## src/sv/histeq_ram.sv

```systemverilog
// generic single-write, single-read ram with registered read data
`default_nettype none
module histeq_ram #(
  parameter int WIDTH = 8,
  parameter int DEPTH = 256
) (
  input  wire logic                     clk,
  input  wire logic                     we,
  input  wire logic [$clog2(DEPTH)-1:0] waddr,
  input  wire logic [WIDTH-1:0]         wdata,
  input  wire logic [$clog2(DEPTH)-1:0] raddr,
  output logic      [WIDTH-1:0]         rdata
);

  logic [WIDTH-1:0] mem [DEPTH];

  always_ff @(posedge clk) begin
    if (we) begin
      mem[waddr] <= wdata;
    end
    rdata <= mem[raddr];
  end

endmodule
`default_nettype wire

```

## config.mk

```make
export PLATFORM = sky130hd
export DESIGN_NAME = histeq_ram
export DESIGN_NICKNAME = d
export VERILOG_FILES = /design/src/sv/histeq_ram.sv
export SDC_FILE = /design/constraint.sdc
export NUM_CORES = 2
export LEC_CHECK = 0
export BUFFER_PORTS_ARGS = -buffer_cell sky130_fd_sc_hd__buf_2
export CORE_ASPECT_RATIO = 1.75
export CORE_UTILIZATION = 39
export CTS_CLUSTER_DIAMETER = 80
export DETAILED_ROUTE_END_ITERATION = 7
export HOLD_SLACK_MARGIN = 0.1
export PLACE_DENSITY = 0.55
export SLEW_MARGIN = 20
export SYNTH_ARGS = -nofsm -noshare
export SYNTH_HDL_FRONTEND = slang
export SYNTH_SLANG_ARGS = --single-unit
```

## constraint.sdc

```tcl
create_clock -name clk -period 2.65 [get_ports clk]
set_input_delay 0 -clock clk [delete_from_list [all_inputs] [get_ports clk]]
set_output_delay 0 -clock clk [all_outputs]
set_load 0.01 [all_outputs]
```

==> impl_metrics.py <==
metrics = {
    "timing": {
        "clock.fmax_mhz": 389,
        "slew_headroom_pct": 23.8,
        "period_needed_ps": 2570,
        "rsz0062_at_grt": "no",
        "slew_viol_final": 0,
        "finalSetupViolCount": 0,
        "skew_ps": 46.8,
        "fin_crit_sh_pct": 96.9,
        "worst_pin_slew_ps": 1130,
        "finalHoldViolCount": 0,
    },
    "power_and_ir_drop": {
        "p_leak_uw": 0.0294,
        "power_density_nw_per_um2": 706,
        "ir_worst_vdd_uv": 593,
        "p_total_uw": 65500,
    },
    "worst_setup_path": {
        "criticalPathCategory": "flop to flop",
        "r2r-end": "rdata[3]",
        "required_ps": 3380,
        "r2r_start": "mem[179][3]",
        "cp-start-kind": "flop",
        "crit_top_cell": "nor4_1",
        "cp_cell_sequence": "mux4_2 -> a22oi_1 -> a31oi_1 -> nor4_1 -> buf_4 -> nor4_1",
        "worstRegToRegCells": 6,
        "worstPathMaxFanout": 1,
        "crit_path_end_kind": "flop",
        "slowest_stage": "nor4_1",
        "max_stage_delay_ps": 830,
        "cp_data_arrival_time_ps": 3300,
        "rrSetupSlack_ps": 80,
    },
    "layout": {
        "nets": 4337,
        "final_cell_count_no_fill": 7101,
        "drive_above_1_share_pct": 30.4,
        "multi_input_area_um2": 16600,
        "fillers": 17056,
        "area.growth.synth_to_final_pct": 16.6,
        "area.sequential_um2": 61700,
        "utilization_pct": 45.7,
        "final_cell_area_um2": 92700,
    },
    "logic_synthesis": {
        "syn_area_per_cell_um2": 21.3,
        "synth_ff_type": "edfxtp_1",
        "synth_top_area_cell": "edfxtp_1",
        "synthArstFlopShare_pct": 0,
        "synth_area_um2": 79600,
        "synth.area.top_cells": "edfxtp_1 77%, mux4_2 13%, mux2i_1 1.7%",
        "synth_top_cell_area_share_pct": 77.3,
        "yosys_warnings": 0,
        "synth-edff-count": 2048,
        "synth.distinct_cells": 55,
        "ys_seq_elements": 2056,
        "ys_seq_area_share_pct": 77.5,
        "syn-num-nets": 3759,
        "syn-instance-count": 3733,
    },
    "floorplanning": {
        "std_cell_rows": 219,
        "ios": 34,
        "initial_core_util_pct": 39.2,
        "die_area_um2": 206000,
        "core_um2": 203000,
        "dieHeight_um": 599,
        "fp.dieW_um": 343,
    },
    "global_routing": {
        "track_usage_pct": 21.4,
        "grt_pass1_vias": 41712,
        "antenna_found_initial": 14,
        "grt_max_degree": 117,
        "grt-ovfl-total": 0,
        "grt_pass1_wl_mm": 312,
    },
    "detailed_routing": {
        "drt_iter0_markers": 3379,
        "drtPass1Iterations": 7,
        "via_per_inst": 5.61,
        "drc": 6,
        "num_vias": 39867,
        "wirelength_mm": 219,
        "wl_per_cell_um": 30.9,
        "detail-route-antenna-nets": 0,
    },
    "min_path": {
        "min-delay-start": "wdata[1]",
        "hold_class": "primary input to flop",
        "hold_path_depth": 2,
        "whs_endpoint": "mem[195][1]",
    },
    "outcome": {
        "violations": "DRC",
        "outcome": "complete, but fails checks",
    },
    "clocking": {
        "cts_tree": "built",
        "ctsHtreeMaxLevel": 4,
        "cts-root-buf": "clkbuf_16",
        "cts_sinks": 2056,
        "clockBufferDepth": 4,
        "cts_setup_buffers": 0,
        "clock_latency_ps": 850,
        "cts.clk_slew.worst_paths_ps": 70,
        "numCtsBuffers": 183,
    },
    "place": {
        "place_hpwl_mm": 148,
        "gp_congestion": 0.839,
        "post-place-cells": 6758,
        "numPortBuffers": 33,
        "place_area_um2": 86900,
    },
    "run": {
        "drv_cap": 0,
    },
}
## cell usage in the layout, fill, tap and decap left out, types with 5 or more instances in the layout
cell	synthesis	layout
and2_1	6	5
nand4_1	10	10
o211ai_1	10	10
a22o_1	8	8
buf_4	27	518
clkinvlp_4	0	7
clkinv_1	1	33
mux4_2	454	454
nor3_1	22	17
o21ai_0	10	10
nand3_2	0	9
bufinv_16	0	14
dlygate4sd3_1	0	20
a221oi_1	13	13
clkbuf_16	0	184
buf_2	31	21
nor3_2	0	5
buf_12	8	57
mux2i_1	134	134
buf_8	13	10
nor2b_1	31	28
nor4_1	24	17
clkinv_2	0	32
nand2b_1	8	8
dfxtp_1	8	8
nand3_1	34	25
a22oi_1	133	132
edfxtp_1	2048	2048
nor4_2	3	8
o22ai_1	28	28
o221ai_1	46	46
nor2_1	282	279
a21oi_1	96	96
a211oi_1	16	14
nand2_1	33	33
o22a_1	5	5
clkbuf_1	111	41
## worst max-delay path: cells and delay by family (launching register included)
kind / cells / cell delay (ps)
muxes: 1 / 470
DFF: 1 / 370
AOI/OAI and AO/OA: 2 / 440
and+or+nand+nor: 2 / 890
buffers and inverters: 1 / 290
## layout make-up
cell class	instances	area share, %
clock buffer	225	5.13
clock inverter	95	0.923
inverter	2	0.00810
tap	2652	3.58
sequential	2056	66.5
timing repair buffer	626	5.91
multi-input combinational	1442	17.9
antenna	3	0.00810
## report_power, final
group,switching [µW],internal (µW)
Clock,11700,14100
Sequential,68.9,35800
Combinational,2340,1410
## synthesized netlist by cell type (8+ instances only)
master    number
nor3_1        22
mux4_2       454
a21oi_1       96
mux2i_1      134
a221oi_1      13
buf_2         31
o221ai_1      46
a22o_1         8
o211ai_1      10
nand3_1       34
buf_12         8
buf_4         27
nand4_1       10
dfxtp_1        8
a211oi_1      16
edfxtp_1    2048
buf_6         21
nor2b_1       31
nor2_1       282
nand2b_1       8
nor4_1        24
a22oi_1      133
nand2_1       33
buf_8         13
o22ai_1       28
o21ai_0       10
clkbuf_1     111
buf_1         22
## per-stage QoR
step	TNS, ps	setup slack, ps	hold WS [ps]
5_1_grt	0	38.7	178
6_report	0	82.5	154
4_1_cts	0	16.1	140
2_1_floorplan	0	712	98.9
3_3_place_gp	-4950	-1150	416
3_5_place_dp	-3580	-832	419
## flip-flops by register name (all words and copies together), names as in the netlist
signal,flops
mem,2048
rdata,8
## worst max path at each step
stage,to,start,slack (ps)
after floorplan,rdata[2],raddr[0],710
after global placement,rdata[1],raddr[0],-1150
after detailed placement,rdata[6],raddr[0],-830
after CTS,rdata[6],mem[9][6],20
after global routing,rdata[1],mem[85][1],40
final,rdata[3],mem[179][3],80
## kinds of logic after synthesis
logic type,after synthesis,synth area share (%)
muxes,591,14.6
buffers and inverters,235,1.83
AOI/OAI and AO/OA,385,3.42
DFF,2056,77.5
and+or+nand+nor,466,2.63
## what timing repair did
action	in CTS	in global routing
hold buffers	20	0
pin swaps	0	1
hold endpoints to repair	2695	0
gates resized for setup	7	3
setup endpoints to repair	5	3
## layer usage
metal | track usage (%) | part of all wire (%) | vias to the layer above
met5 | 0 | 0.026 | -
met4 | 8.26 | 4.0 | 8
met3 | 2.84 | 4.6 | 342
met2 | 41.0 | 57 | 1134
met1 | 23.7 | 35 | 21592
li1 | - | - | 16791
Power figures use the tool's default switching activity.
