### config.mk
export PLATFORM = sky130hd
export DESIGN_NAME = histeq_div
export DESIGN_NICKNAME = d
export VERILOG_FILES = /design/src/sv/histeq_pkg.sv /design/src/sv/histeq_div.sv
export SDC_FILE = /design/constraint.sdc
export NUM_CORES = 1
export LEC_CHECK = 0
export CAP_MARGIN = 20
export CORE_MARGIN = 1
export CORE_UTILIZATION = 35
export DETAILED_ROUTE_END_ITERATION = 8
export DONT_BUFFER_PORTS = 1
export GPL_ROUTABILITY_DRIVEN = 0
export MAX_ROUTING_LAYER = met4
export PLACE_DENSITY = 0.46
export SKIP_LAST_GASP = 1
export SLEW_MARGIN = 5
export SYNTH_ARGS = -nofsm -noshare
export SYNTH_HDL_FRONTEND = slang
export SYNTH_SLANG_ARGS = --single-unit
export TNS_END_PERCENT = 10
### constraint.sdc
create_clock -name clk -period 5.9 [get_ports clk]
set_input_delay 0.295 -clock clk [delete_from_list [all_inputs] [get_ports clk]]
set_output_delay 0.295 -clock clk [all_outputs]
set_load 0.01 [all_outputs]
### src/sv/histeq_pkg.sv
// shared constants and types for the histogram equalizer
`default_nettype none
package histeq_pkg;

  // histogram geometry
  localparam int LEVELS = 256;
  localparam int LVL_W  = $clog2(LEVELS);
  localparam int PIX_W  = 8;

  // image capacity and derived widths
  localparam int MAX_PIXELS = 1048576;
  localparam int CNT_W      = $clog2(MAX_PIXELS + 1);
  localparam int NUM_W      = CNT_W + PIX_W;
  localparam int DIV_CNT_W  = $clog2(NUM_W);

  // fixed-point luma weights, sum is 65536
  localparam int GRAY_ACC_W = 24;
  localparam logic [GRAY_ACC_W-1:0] W_RED   = GRAY_ACC_W'(19595);
  localparam logic [GRAY_ACC_W-1:0] W_GREEN = GRAY_ACC_W'(38470);
  localparam logic [GRAY_ACC_W-1:0] W_BLUE  = GRAY_ACC_W'(7471);

  localparam logic [PIX_W-1:0] PIX_MAX = '1;

  typedef logic [1:0] action_t;
  localparam action_t ACT_CLEAR = 2'd0;
  localparam action_t ACT_ACCUM = 2'd1;
  localparam action_t ACT_BUILD = 2'd2;
  localparam action_t ACT_MAP   = 2'd3;

  typedef logic [1:0] status_t;
  localparam status_t ST_OK    = 2'd0;
  localparam status_t ST_FULL  = 2'd1;
  localparam status_t ST_PHASE = 2'd2;
  localparam status_t ST_FEW   = 2'd3;

endpackage
`default_nettype wire

### src/sv/histeq_div.sv
// restoring divider, one quotient bit per cycle
`default_nettype none
module histeq_div (
  input  wire logic                             clk,
  input  wire logic                             rst_n,
  input  wire logic                             start,
  input  wire logic [histeq_pkg::NUM_W-1:0]     num,
  input  wire logic [histeq_pkg::CNT_W-1:0]     den,
  output logic                                  done,
  output logic      [histeq_pkg::NUM_W-1:0]     quot
);

  logic                                 busy_r, busy_nxt;
  logic                                 done_r, done_nxt;
  logic [histeq_pkg::DIV_CNT_W-1:0]     cnt_r, cnt_nxt;
  logic [histeq_pkg::CNT_W-1:0]         rem_r, rem_nxt;
  logic [histeq_pkg::CNT_W-1:0]         den_r, den_nxt;
  logic [histeq_pkg::NUM_W-1:0]         quot_r, quot_nxt;
  logic [histeq_pkg::CNT_W:0]           rem_sh;
  logic                                 ge;

  assign rem_sh = {rem_r, quot_r[histeq_pkg::NUM_W-1]};
  assign ge     = rem_sh >= {1'b0, den_r};

  always_comb begin
    busy_nxt = busy_r;
    done_nxt = 1'b0;
    cnt_nxt  = cnt_r;
    rem_nxt  = rem_r;
    den_nxt  = den_r;
    quot_nxt = quot_r;
    if (busy_r) begin
      rem_nxt  = ge ? histeq_pkg::CNT_W'(rem_sh - {1'b0, den_r})
                    : rem_sh[histeq_pkg::CNT_W-1:0];
      quot_nxt = {quot_r[histeq_pkg::NUM_W-2:0], ge};
      cnt_nxt  = cnt_r - 1'b1;
      if (cnt_r == '0) begin
        busy_nxt = 1'b0;
        done_nxt = 1'b1;
      end
    end else if (start) begin
      busy_nxt = 1'b1;
      cnt_nxt  = histeq_pkg::DIV_CNT_W'(histeq_pkg::NUM_W - 1);
      rem_nxt  = '0;
      den_nxt  = den;
      quot_nxt = num;
    end
  end

  always_ff @(posedge clk) begin
    if (!rst_n) begin
      busy_r <= 1'b0;
      done_r <= 1'b0;
      cnt_r  <= '0;
    end else begin
      busy_r <= busy_nxt;
      done_r <= done_nxt;
      cnt_r  <= cnt_nxt;
    end
    rem_r  <= rem_nxt;
    den_r  <= den_nxt;
    quot_r <= quot_nxt;
  end

  assign done = done_r;
  assign quot = quot_r;

endmodule
`default_nettype wire

==> flow_summary_export.csv, run 1 <==
group,metric,value,unit
run_status,status,"finished clean",
floorplanning,num_io_pins,83,
logic_synthesis,syn_area_per_cell,11.9,um^2
cts,cts_setup_buffers,0,
power,p_leak,1.83,nW
final_layout,layout_commonest_cell,"edfxtp_1",
power,power.density,364,nW/um^2
final_layout,finalNetCount,439,
route,top_layer,"met4",
critical_path,cp_cell_sequence,"inv_1, ha_1, inv_1, fa_1, a211oi_1, o21ai_2, nand3_1, and2_4, o21ai_4, mux2i_1, nor2_1",
sta,period_minus_slack,2.97,ns
global_route,grt_pass1_wl,14100,um
route,vias_per_cell,5.33,
critical_path,critPathMaxFanout,23,
logic_synthesis,synthFlopType,"edfxtp_1",
route,drc,0,
logic_synthesis,synth_area_leader_cell,"edfxtp_1",
critical_path,cp_top_family,"compound AO/OA/AOI/OAI gates",
route,wl_met1,3970,um
final_layout,syn_to_final_growth,10.7,%
route,wl,8740,um
floorplanning,dieHeight,112,um
route,ant_nets,0,
final_layout,num-fill-cells,1140,
power,ir_drop,0.192,mV
global_route,grt_antenna_before_repair,0,
global_route,overflow,0,
cts,ctsHoldBuffers,0,
global_route,grt_util_all_layers,15.4,%
global_route,grt_max_degree,49,
logic_synthesis,synth_cell_types,51,
floorplanning,std_cell_rows,39,
place,pre_cts_slack,2.91,ns
logic_synthesis,seq_area_frac_synth,53.3,%
floorplanning,dieArea,12600,um^2
final_layout,drive_above_1_share,16.6,%
route,dr.pass1.iters,4,
cts,htree_levels,3,
logic_synthesis,synth_edf_count,71,
floorplanning,start_util,36.6,%
logic_synthesis,syn_nets,435,
critical_path,crit_path_max_incr_delay,0.65,ns
logic_synthesis,yosys-top-cells-area,"edfxtp_1 50%, mux2_2 7.4%, ha_1 6.8%",
critical_path,cp_slowest_cell,"o21ai_4",
final_layout,layout_common_cells,"71 x edfxtp_1, 28 x inv_1, 28 x mux2_2",
route,drt_iter0_drc,118,
sta,finalWorstSetupSlack,2.93,ns
route,met3_wirelength,668,um
logic_synthesis,netlist.area_leader.share,50.0,%
route,vias,2716,
critical_path,crit_arrival,3.04,ns
critical_path,worstSetupPathType,"flip-flop to flip-flop",
logic_synthesis,synth-async-reset-ratio,0,%
final_layout,final_cells,510,
sta,maxSlewHeadroom,35.3,%
cts,cts_sinks,78,
global_route,grt_pass1_vias,2941,
cts,cts.repair.resized,0,
sta,finalSetupTns,0,ns
logic_synthesis,synth-seq-cells,78,
sta,fin_crit_sh,50.3,%
logic_synthesis,syn_inst,358,
final_layout,diodes,0,
sta,tightest_slew,0.971,ns
sta,hold_violations,0,
cts,cts_tree,"yes",
sta,setup_viol,0,
sta,rsz0062_at_grt,"false",
logic_synthesis,syn-cell-area,4260,um^2
cts,clkTransAtPathRegs,0.06,ns
critical_path,critPathMostFrequentCell,"inv_1",
place,hpwlAfterDp,6040,um
critical_path,crit_buf_inv,2,
cts,numCtsBuffers,9,
job,max_cap_violations,0,
sta,slew_viol_final,0,
sta,clock_skew,0.00834,ns
sta,max_freq,0.337,GHz
floorplanning,die_x,112,um
route,detail_route.wl_per_cell,17.1,um
critical_path,startpoint_type,"flip-flop",
route,wl_met2,3980,um
logic_synthesis,ys_warn_count,0,
hold_path,min_path_type,"primary input to flip-flop",
cts,root_buffer,"clkbuf_16",
cts,cts.path.max_buffers,2,
cts,insertion_delay,0.35,ns
critical_path,crit_required,5.98,ns
place,dpl.cell_count,494,
place,numPortBuffers,0,
floorplanning,core_area,11700,um^2
critical_path,setup.worst_path.end_class,"flip-flop",
[routing by layer]
metal  up-vias  global-route usage [%]
met4         0                    5.69
met3        12                    6.32
met5         -                       -
met2        90                    23.4
li1       1341                       -
met1      1273                    18.2
[layout make-up]
cell class | instances | area [um^2] | share of cell area (%)
Inverter | 30 | 113 | 2.39
Sequential cell | 78 | 2270 | 48.2
Timing Repair Buffer | 2 | 27.5 | 0.583
Clock buffer | 14 | 285 | 6.04
Tap cell | 143 | 179 | 3.79
Clock inverter | 2 | 12.5 | 0.265
Multi-Input combinational cell | 241 | 1830 | 38.8
[synth_stat cells (all sizes together), types with 3 or more instances]
cell	number
o22ai	3
dfxtp	7
nand3	6
mux2	28
buf	5
inv	29
edfxtp	71
xnor2	11
nand4	3
a21o	5
xor2	3
a21oi	25
and2	4
clkbuf	4
a211oi	8
o21a	7
ha	23
o21ai	18
nand2	22
nor2	27
nor2b	5
mux2i	12
nor3	6
o211a	3
and4	4
[sequential cells by signal, indices dropped and copies added, names as in the netlist]
name and count:
quot 29, cnt_r 5, rem_r 21, busy_r 1, done 1, den_r 21
[cells by family after synthesis]
logic type	Yosys count	share of synthesized area, %
muxes	40	10.2
and+or+nand+nor	80	9.04
DFF	78	53.3
adders and majority gates	24	7.22
xor gates and xnor gates	14	2.88
buffers and inverters	39	3.82
AOI/OAI and AO/OA	83	13.5
[where the power goes]
group | switching (mW) | leakage (nW) | internal [mW]
Clock | 0.220 | 0.149 | 0.334
Combinational | 0.236 | 0.902 | 0.182
Sequential | 0.0596 | 0.774 | 0.688
[path summary, 6_finish.rpt]
path | from | to | slack, ns | depth (start not counted)
setup / recovery | quot[28]$_DFFE_PP_ | rem_r[3]$_SDFFCE_PN0P_ | 2.93 | 11
hold / removal | den[20] | den_r[20]$_DFFE_PP_ | 0.04 | 0
setup reg to reg | quot[28]$_DFFE_PP_ | rem_r[3]$_SDFFCE_PN0P_ | 2.93 | 11
hold reg to reg | cnt_r[4]$_SDFFE_PN0P_ | cnt_r[4]$_SDFFE_PN0P_ | 0.53 | 1
[per-stage QoR]
| step | power (mW) | util (%) | instance area (um^2) | hold slack, ns |
|---|---|---|---|---|
| floorplan | 1.09 | - | 4260 | 0.394 |
| CTS | 1.75 | 40.5 | 4720 | 0.0245 |
| finish | 1.72 | 40.5 | 4720 | 0.0406 |
| global route | 1.82 | 40.5 | 4720 | 0.0200 |
| detailed placement | 1.18 | 37.9 | 4420 | 0.394 |
| global placement | 1.18 | 37.8 | 4400 | 0.394 |
No activity file was read; power rests on OpenSTA's default activity.
==> run 2: changes to the inputs <==
Settings changed: PLACE_DENSITY 0.46 to 0.48.
Clock period 5.9 ns to 2.7 ns, I/O delays scaled along.
==> run 2 against run 1 <==
Final cell count increased by 12%. Count of clock-buffer cells in the layout decreased by 4. Power increased by 130%. Sequential cell count unchanged. Register-to-register slack got worse by 2.8 ns. Critical endpoint is now rem_r[19]$_SDFFCE_PN0P_. Largest power group unchanged.
==> flow_summary_export.csv, run 2 (synthesis results as in run 1) <==
group,metric,value,unit
cts,htree_levels,3,
floorplanning,dieHeight,112,um
power,power.density,736,nW/um^2
sta,clock_skew,0.0129,ns
global_route,grt_max_degree,41,
sta,rsz0062_at_grt,"true",
route,top_layer,"met4",
critical_path,critPathMaxFanout,8,
sta,worst_hold_slack,0.0145,ns
critical_path,crit_path_max_incr_delay,0.43,ns
cts,cts_sinks,78,
hold_path,min_to,"quot[24]$_DFFE_PP_",
sta,slew_viol_final,0,
global_route,grt_pass1_vias,3232,
floorplanning,core_area,11700,um^2
global_route,grt_antenna_before_repair,0,
floorplanning,die_x,112,um
critical_path,crit_required,2.79,ns
hold_path,min_from,"num[24]",
route,met3_wirelength,561,um
sta,fin_crit_sh,96.0,%
route,ant_nets,0,
final_layout,final_cells,573,
place,dpl.cell_count,512,
place,dpl_cell_area,4570,um^2
critical_path,r2r_start,"rem_r[6]$_SDFFCE_PN0P_",
final_layout,design_area,5330,um^2
place,numPortBuffers,0,
route,drc,0,
critical_path,reg2reg_to,"rem_r[19]$_SDFFCE_PN0P_",
final_layout,finalNetCount,502,
cts,cts_tree,"yes",
cts,insertion_delay,0.35,ns
critical_path,setup.worst_path.end_class,"flip-flop",
final_layout,fin_util,45.7,%
route,vias,2936,
global_route,overflow,0,
hold_path,min_path_type,"primary input to flip-flop",
critical_path,cp_cell_sequence,"ha_1, and4_1, nand2_1, a2111oi_2, o31ai_1, o21ai_0, xnor2_1, o22ai_1",
final_layout,drive_above_1_share,19.1,%
cts,clkTransAtPathRegs,0.06,ns
global_route,grt_util_all_layers,16.8,%
floorplanning,std_cell_rows,39,
critical_path,startpoint_type,"flip-flop",
route,wl_met2,4410,um
route,wl,9420,um
route,vias_per_cell,5.12,
sta,hold_violations,0,
final_layout,layout_commonest_cell,"edfxtp_1",
cts,numCtsBuffers,9,
power,p_leak,2.10,nW
place,hpwlAfterDp,6430,um
run_status,status,"finished clean",
power,total_power,3.92,mW
critical_path,cp_slowest_cell,"ha_1",
sta,period_minus_slack,2.59,ns
critical_path,crit_arrival,2.68,ns
sta,max_freq,0.386,GHz
power,ir_drop,0.487,mV
final_layout,syn_to_final_growth,25.0,%
final_layout,num-fill-cells,1071,
route,drt_iter0_drc,105,
critical_path,worstSetupPathType,"flip-flop to flip-flop",
sta,tightest_slew,0.678,ns
final_layout,largest_reg_flops,29,
cts,root_buffer,"clkbuf_16",
floorplanning,dieArea,12600,um^2
floorplanning,num_io_pins,83,
final_layout,layout_common_cells,"71 x edfxtp_1, 45 x dlygate4sd3_1, 28 x inv_1, 28 x mux2_2, 27 x nor2_1",
global_route,grt_pass1_wl,15600,um
cts,cts_setup_buffers,0,
sta,setup_viol,0,
route,wl_met1,4320,um
route,dr.pass1.iters,4,
critical_path,worstRegToRegCells,8,
critical_path,rrSetupSlack,0.11,ns
final_layout,diodes,0,
job,max_cap_violations,0,
cts,cts.path.max_buffers,2,
hold_path,hold_path_depth,1,
sta,maxSlewHeadroom,54.6,%
floorplanning,start_util,36.6,%
route,detail_route.wl_per_cell,16.4,um
-- run 2: cell types whose count changed in the layout (fill, tap and decap cells not counted), sizes merged --
| cell | delta |
|---|---|
| buf | +18 |
| bufinv | +1 |
| clkbuf | -4 |
| clkinv | +2 |
| clkinvlp | +1 |
| dlygate4sd3 | +45 |
-- run 2: critical path: cells and delay by family (launching register included) --
| family | cells | cell delay (ns) |
|---|---|---|
| AND/OR/NAND/NOR | 2 | 0.42 |
| XOR/XNOR | 1 | 0.17 |
| AO/OA/AOI/OAI | 4 | 0.93 |
| flip-flops | 1 | 0.40 |
| adder cells (fa/ha/maj) | 1 | 0.43 |
-- run 2: routing by layer --
| metal | global-route usage, % | vias up |
|---|---|---|
| met3 | 5.78 | 9 |
| li1 | - | 1464 |
| met1 | 19.5 | 1379 |
| met5 | - | - |
| met2 | 27.2 | 84 |
| met4 | 5.33 | 0 |
-- run 2: report_power, final --
group	switching [mW]	total (mW)	internal (mW)
Clock	0.509	1.23	0.723
Sequential	0.117	1.62	1.50
Combinational	0.560	1.07	0.512
-- run 2: area by class of cell --
| type | count | area (um^2) | area share (%) |
|---|---|---|---|
| clock buffer | 10 | 229 | 4.30 |
| clock inverter | 6 | 68.8 | 1.29 |
| inverter | 30 | 113 | 2.11 |
| multi-input combinational | 241 | 1840 | 34.5 |
| sequential | 78 | 2270 | 42.7 |
| tap | 143 | 179 | 3.36 |
| timing repair buffer | 65 | 626 | 11.7 |
-- run 2: how the worst max path moves through the flow --
stage                             from                 endpoint  slack (ns)
2_1_floorplan       quot[28]$_DFFE_PP_  rem_r[10]$_SDFFCE_PN0P_        0.15
3_3_place_gp    rem_r[6]$_SDFFCE_PN0P_  rem_r[19]$_SDFFCE_PN0P_        0.10
3_5_place_dp   rem_r[14]$_SDFFCE_PN0P_   rem_r[1]$_SDFFCE_PN0P_        0.06
4_1_cts        rem_r[14]$_SDFFCE_PN0P_   rem_r[1]$_SDFFCE_PN0P_        0.06
5_1_grt         rem_r[6]$_SDFFCE_PN0P_  rem_r[19]$_SDFFCE_PN0P_        -0.1
6_report        rem_r[6]$_SDFFCE_PN0P_  rem_r[19]$_SDFFCE_PN0P_        0.11
-- run 2: repair_timing --
item                                    CTS  global route
endpoints found under the hold margin    50             0
endpoints found under the setup margin    0            21
gates resized for setup                   0             2
hold buffers                             45             0
-- run 2: stage by stage --
stage	TNS [ns]	worst slack, ns
2_1_floorplan	0	0.146
3_3_place_gp	0	0.102
3_5_place_dp	0	0.0607
4_1_cts	0	0.0615
5_1_grt	-0.191	-0.0985
6_report	0	0.107
